<file path="config.mk">
export PLATFORM = sky130hd
export DESIGN_NAME = scfs_channel
export DESIGN_NICKNAME = d
export VERILOG_FILES = /design/src/hw/rtl/scfs_pkg.sv /design/src/hw/rtl/scfs_channel.sv
export SDC_FILE = /design/constraint.sdc
export NUM_CORES = 1
export LEC_CHECK = 0
export BUFFER_PORTS_ARGS = -buffer_cell sky130_fd_sc_hd__buf_2
export CAP_MARGIN = 20
export CORE_MARGIN = 4
export CORE_UTILIZATION = 45
export DETAILED_ROUTE_END_ITERATION = 10
export GPL_TIMING_DRIVEN = 1
export PLACE_DENSITY_LB_ADDON = 0.12
export SLEW_MARGIN = 40
export SYNTH_ARGS = -nofsm -noshare
export SYNTH_HDL_FRONTEND = slang
export SYNTH_SLANG_ARGS = --single-unit
</file>
<file path="constraint.sdc">
create_clock -name i_clk -period 4.46 [get_ports i_clk]
set_input_delay 0.223 -clock i_clk [delete_from_list [all_inputs] [get_ports i_clk]]
set_output_delay 0.223 -clock i_clk [all_outputs]
set_load 0.05 [all_outputs]
</file>
<file path="src/hw/rtl/scfs_pkg.sv">
// scfs_pkg: shared types and constants for the square channel frame sequencer
// no dependencies; used by the interfaces, the channel module, the top and the checker
`default_nettype none

package scfs_pkg;

    // frame sequencer and register bank sizing
    localparam int SEQUENCER_PERIOD = 8192;
    localparam int BANK_DEPTH       = 48;
    localparam int ACC_W            = $clog2(SEQUENCER_PERIOD + 256);
    localparam int BANK_AW          = $clog2(BANK_DEPTH);

    // item commands
    localparam logic [1:0] CMD_TICK  = 2'd0;
    localparam logic [1:0] CMD_WRITE = 2'd1;
    localparam logic [1:0] CMD_READ  = 2'd2;

    // register offsets from the base of the sound register area
    localparam logic [5:0] OFS_SQ1_LEN  = 6'd1;
    localparam logic [5:0] OFS_SQ1_ENV  = 6'd2;
    localparam logic [5:0] OFS_SQ1_LO   = 6'd3;
    localparam logic [5:0] OFS_SQ1_TRIG = 6'd4;
    localparam logic [5:0] OFS_SQ2_LEN  = 6'd6;
    localparam logic [5:0] OFS_SQ2_ENV  = 6'd7;
    localparam logic [5:0] OFS_SQ2_LO   = 6'd8;
    localparam logic [5:0] OFS_SQ2_TRIG = 6'd9;
    localparam logic [5:0] OFS_STATUS   = 6'd22;

    // full length counter
    localparam logic [6:0] LEN_FULL = 7'd64;

    // envelope step at which the volume envelopes are clocked
    localparam logic [2:0] STEP_ENV = 3'd7;

    typedef struct packed {
        logic [1:0] cmd;
        logic [5:0] reg_offset;
        logic [7:0] write_byte;
        logic [7:0] tick_cycles;
    } t_in_item;

    typedef struct packed {
        logic [7:0]  read_byte;
        logic        first_on;
        logic        second_on;
        logic [3:0]  first_volume;
        logic [3:0]  second_volume;
        logic [10:0] first_period;
        logic [10:0] second_period;
    } t_out_item;

    // per channel control for one accepted transaction
    typedef struct packed {
        logic       len_load;
        logic       trig;
        logic       len_clk;
        logic       env_clk;
        logic [7:0] wr_byte;
        logic [7:0] env_byte;
        logic [7:0] lo_byte;
    } t_ch_ctl;

endpackage

`default_nettype wire

</file>
<file path="src/hw/rtl/scfs_channel.sv">
// scfs_channel: length counter, envelope and trigger state of one square channel
// depends on scfs_pkg for t_ch_ctl and constants
`default_nettype none

module scfs_channel
    import scfs_pkg::*;
(
    input  wire logic        i_clk,
    input  wire logic        i_rst_n,
    input  wire t_ch_ctl     i_ctl,
    output logic             o_on,
    output logic [3:0]       o_volume,
    output logic [10:0]      o_period
);

    logic        r_on, n_on;
    logic        r_len_en, n_len_en;
    logic [6:0]  r_len_cnt, n_len_cnt;
    logic [10:0] r_period, n_period;
    logic [3:0]  r_vol, n_vol;
    logic [2:0]  r_env_cnt, n_env_cnt;

    logic [6:0]  len_dec;
    logic [2:0]  env_per;

    assign len_dec = r_len_cnt - 7'd1;
    assign env_per = i_ctl.env_byte[2:0];

    // next state for the one event this transaction carries
    always_comb begin
        n_on      = r_on;
        n_len_en  = r_len_en;
        n_len_cnt = r_len_cnt;
        n_period  = r_period;
        n_vol     = r_vol;
        n_env_cnt = r_env_cnt;

        if (i_ctl.len_load) begin
            n_len_cnt = LEN_FULL - {1'b0, i_ctl.wr_byte[5:0]};
        end
        if (i_ctl.trig) begin
            n_on      = i_ctl.wr_byte[7];
            n_len_en  = i_ctl.wr_byte[6];
            n_period  = {i_ctl.wr_byte[2:0], i_ctl.lo_byte};
            n_env_cnt = env_per;
            n_vol     = i_ctl.env_byte[7:4];
            if (i_ctl.wr_byte[7] && (r_len_cnt == 7'd0)) begin
                n_len_cnt = LEN_FULL;
            end
        end
        // length clock turns the channel off when the count runs out
        if (i_ctl.len_clk && r_on && r_len_en && (r_len_cnt != 7'd0)) begin
            n_len_cnt = len_dec;
            if (len_dec == 7'd0) begin
                n_on = 1'b0;
            end
        end
        // envelope clock, volume saturates at both ends
        if (i_ctl.env_clk) begin
            if (r_env_cnt != 3'd0) begin
                n_env_cnt = r_env_cnt - 3'd1;
            end else if (env_per != 3'd0) begin
                n_env_cnt = env_per;
                if (i_ctl.env_byte[3]) begin
                    if (r_vol != 4'hF) begin
                        n_vol = r_vol + 4'd1;
                    end
                end else begin
                    if (r_vol != 4'h0) begin
                        n_vol = r_vol - 4'd1;
                    end
                end
            end
        end
    end

    // channel state registers
    always_ff @(posedge i_clk) begin
        if (!i_rst_n) begin
            r_on      <= 1'b0;
            r_len_en  <= 1'b0;
            r_len_cnt <= '0;
            r_period  <= '0;
            r_vol     <= '0;
            r_env_cnt <= '0;
        end else begin
            r_on      <= n_on;
            r_len_en  <= n_len_en;
            r_len_cnt <= n_len_cnt;
            r_period  <= n_period;
            r_vol     <= n_vol;
            r_env_cnt <= n_env_cnt;
        end
    end

    assign o_on     = r_on;
    assign o_volume = r_vol;
    assign o_period = r_period;

endmodule

`default_nettype wire

</file>
==> impl_metrics.toml <==
[floorplanning]
rows = 21
start_util_pct = 48.4
core_area_um2 = 3470
die_w_um = 69.1
pin_count = 46
die_h_um = 69.1
fp.dieArea_um2 = 4780

[route]
vias_per_cell = 5.45
drt-initial-drc-count = 95
drc = 0
via_count = 1525
drt-pass1-iter-count = 4
wl_per_cell_um = 12.2
routed_wirelength_mm = 3.42
antenna_left = 0

[timing]
drv_slew = 0
finalCritPeriodShare_pct = 45.9
max_slew_margin_pct = 53.2
setup_violations = 0
skew_ps = 5.84
fmax_mhz = 489
tightestPinTransition_ps = 702
tns_ps = 0
finalHoldViolations = 0
rsz0062_at_grt = "false"
fin_ws_ps = 2410
period_needed_ps = 2050

[worst_hold_path]
hold_path.class = "primary input to flop"

[logic_synthesis]
ys_types = 47
ys_ff_latch = 27
synth-edff-count = 0
yosys.area.top_type = "dfxtp_1"
syn_nets = 235
yosys.area.top_type_share_pct = 32.2
yosysWarnings = 0
postSynthCellCount = 198
yosysSeqAreaShare_pct = 32.2
synthFlopType = "dfxtp_1"
synth_area_leaders = "dfxtp_1 (32%), mux2i_1 (8.3%), nor2b_1 (7.1%)"
async_flop_share_pct = 0
syn_avg_cell_area_um2 = 8.49
syn_area_um2 = 1680

[clock_tree]
cts_resized = 0
cts.sinks = 27
cts_setup_buffers = 0
cts-root-buf = "clkbuf_8"
clk_latency_ps = 270
h-tree-depth = 1
holdBufCountCts = 0
clk_pin_slew_ps = 100
tritoncts = "done"
numCtsBuffers = 3
cts_buffer_depth = 2

[placed_design]
globalplace.congestion = 0.767
hpwlAfterDp_mm = 2.52
pre_cts_slack_ps = 2450
portBuffers = 45
dp.cells = 276

[finish]
nets = 272
fin_cells = 280
layout-drive-gt1-share_pct = 23.1
syn2layout_area_growth_pct = 16.7
n_antenna_cell = 0

[global_routing]
grtUsageTotal_pct = 14.9
gr-usage-met3_pct = 3.63
grt_pass1_vias = 1413
use_met1_pct = 18.8
antenna_found_initial = 0
gr-total-overflow = 0
grt_use_met2_pct = 24.7
top_usage_layer = "met2"
grt_first_pass_wirelength_mm = 6.15
grt_max_degree = 32

[status]
status = "completed"

[critical_path]
crit_fanout = 11
critPathRequiredTime_ps = 4630
worstPathArrival_ps = 2220
critPathCaptureType = "flop"
start_kind = "flop"
critPathKind = "flop to flop"

[pwr]
p_per_area_nw_per_um2 = 311
max-vdd-ir-drop_uv = 196
p_leak_uw = 0.000861

[run]
cap_violations = 0
[layout by cell type (no fill, tap or decap), types with 2 or more instances in the layout]
| cell | instances |
|---|---|
| a311oi_1 | 4 |
| buf_2 | 45 |
| nor4_1 | 2 |
| a21oi_1 | 7 |
| o31ai_1 | 4 |
| nand4_1 | 4 |
| and3_1 | 2 |
| o21a_1 | 4 |
| nand2_1 | 16 |
| mux2_2 | 2 |
| o311a_1 | 2 |
| dfxtp_1 | 27 |
| nand3b_1 | 2 |
| o21ai_0 | 12 |
| xnor2_1 | 3 |
| or4_1 | 2 |
| nor2b_1 | 19 |
| a32o_1 | 3 |
| nor3_1 | 4 |
| a31oi_1 | 4 |
| inv_1 | 10 |
| mux2i_1 | 14 |
| nor2_1 | 3 |
| ha_1 | 7 |
| clkbuf_8 | 3 |
| nand2b_1 | 3 |
| nand3_1 | 4 |
| xor2_1 | 3 |
[worst paths after layout]
kind	from	endpoint	slack, ps	cells past startpoint
setup / recovery	r_len_cnt[0]	r_len_cnt[1]	2410	6
hold / removal	i_ctl[7]	o_period[7]	200	3
setup reg to reg	r_len_cnt[0]	r_len_cnt[1]	2410	6
hold reg to reg	r_env_cnt[2]	r_env_cnt[2]	520	1
[logic make-up after synthesis]
| kind of cell | share of synthesized area [%] |
|---|---|
| DFF | 32.2 |
| muxes | 9.68 |
| adders and majority gates | 5.21 |
| AOI/OAI and AO/OA | 22.1 |
| xor gates and xnor gates | 3.13 |
| buffers and inverters | 5.36 |
| and+or+nand+nor | 22.3 |
[cells in the mapped netlist, types with 2 or more instances]
master,number
nor3_1,4
clkbuf_1,9
or4_1,2
nand3b_1,2
nor4_1,2
o311a_1,2
a31oi_1,4
nand2b_1,3
inv_1,10
o31ai_1,4
o21a_1,4
buf_2,3
a311oi_1,4
nand3_1,4
mux2i_1,14
nor2b_1,19
o21ai_0,12
ha_1,7
nand4_1,4
a32o_1,3
nor2_1,3
xnor2_1,3
a21oi_1,7
nand2_1,16
xor2_1,3
mux2_2,2
and3_1,2
dfxtp_1,27
[layout make-up]
class                      instances  area (µm²)
fill                             330        1510
multi-input combinational        148        1050
sequential                        27         541
timing repair buffer              45         225
tap                               46        57.6
clock buffer                       3        41.3
inverter                          10        37.5
clock inverter                     1        8.76
[layer usage]
metal	wire length [µm]	part of all wire, %
met5	0	0
met4	23	0.67
met3	187	5.5
met2	1570	46
met1	1640	48
[where the power goes]
| part | internal, µW | switching [µW] | leakage (µW) | total, µW |
|---|---|---|---|---|
| clock | 65.5 | 78.8 | 0.0000261 | 144 |
| combinational | 73.0 | 112 | 0.000612 | 185 |
| sequential | 260 | 20.0 | 0.000223 | 280 |
[worst max-delay path, stage by stage (launching register included)]
cell and delay (ps):
dfxtp_1 440, inv_1 90, ha_1 220, nor3b_2 180, a21oi_1 560, nor2b_1 170, a32o_1 280
[per-stage QoR]
step	hold slack, ps	total power, µW	util, %	area (µm²)
after floorplan	392	426	-	1680
after global placement	481	473	55.1	1910
after detailed placement	494	471	55.1	1910
after CTS	199	617	56.5	1960
after global routing	203	655	56.5	1960
final	204	610	56.5	1960
[flip-flops by register name (all words and copies together) (netlist names)]
| signal | count |
|---|---|
| o_on | 1 |
| o_period | 11 |
| o_volume | 4 |
| r_env_cnt | 3 |
| r_len_cnt | 7 |
| r_len_en | 1 |
Note: power is estimated with default switching activity, not from simulation.
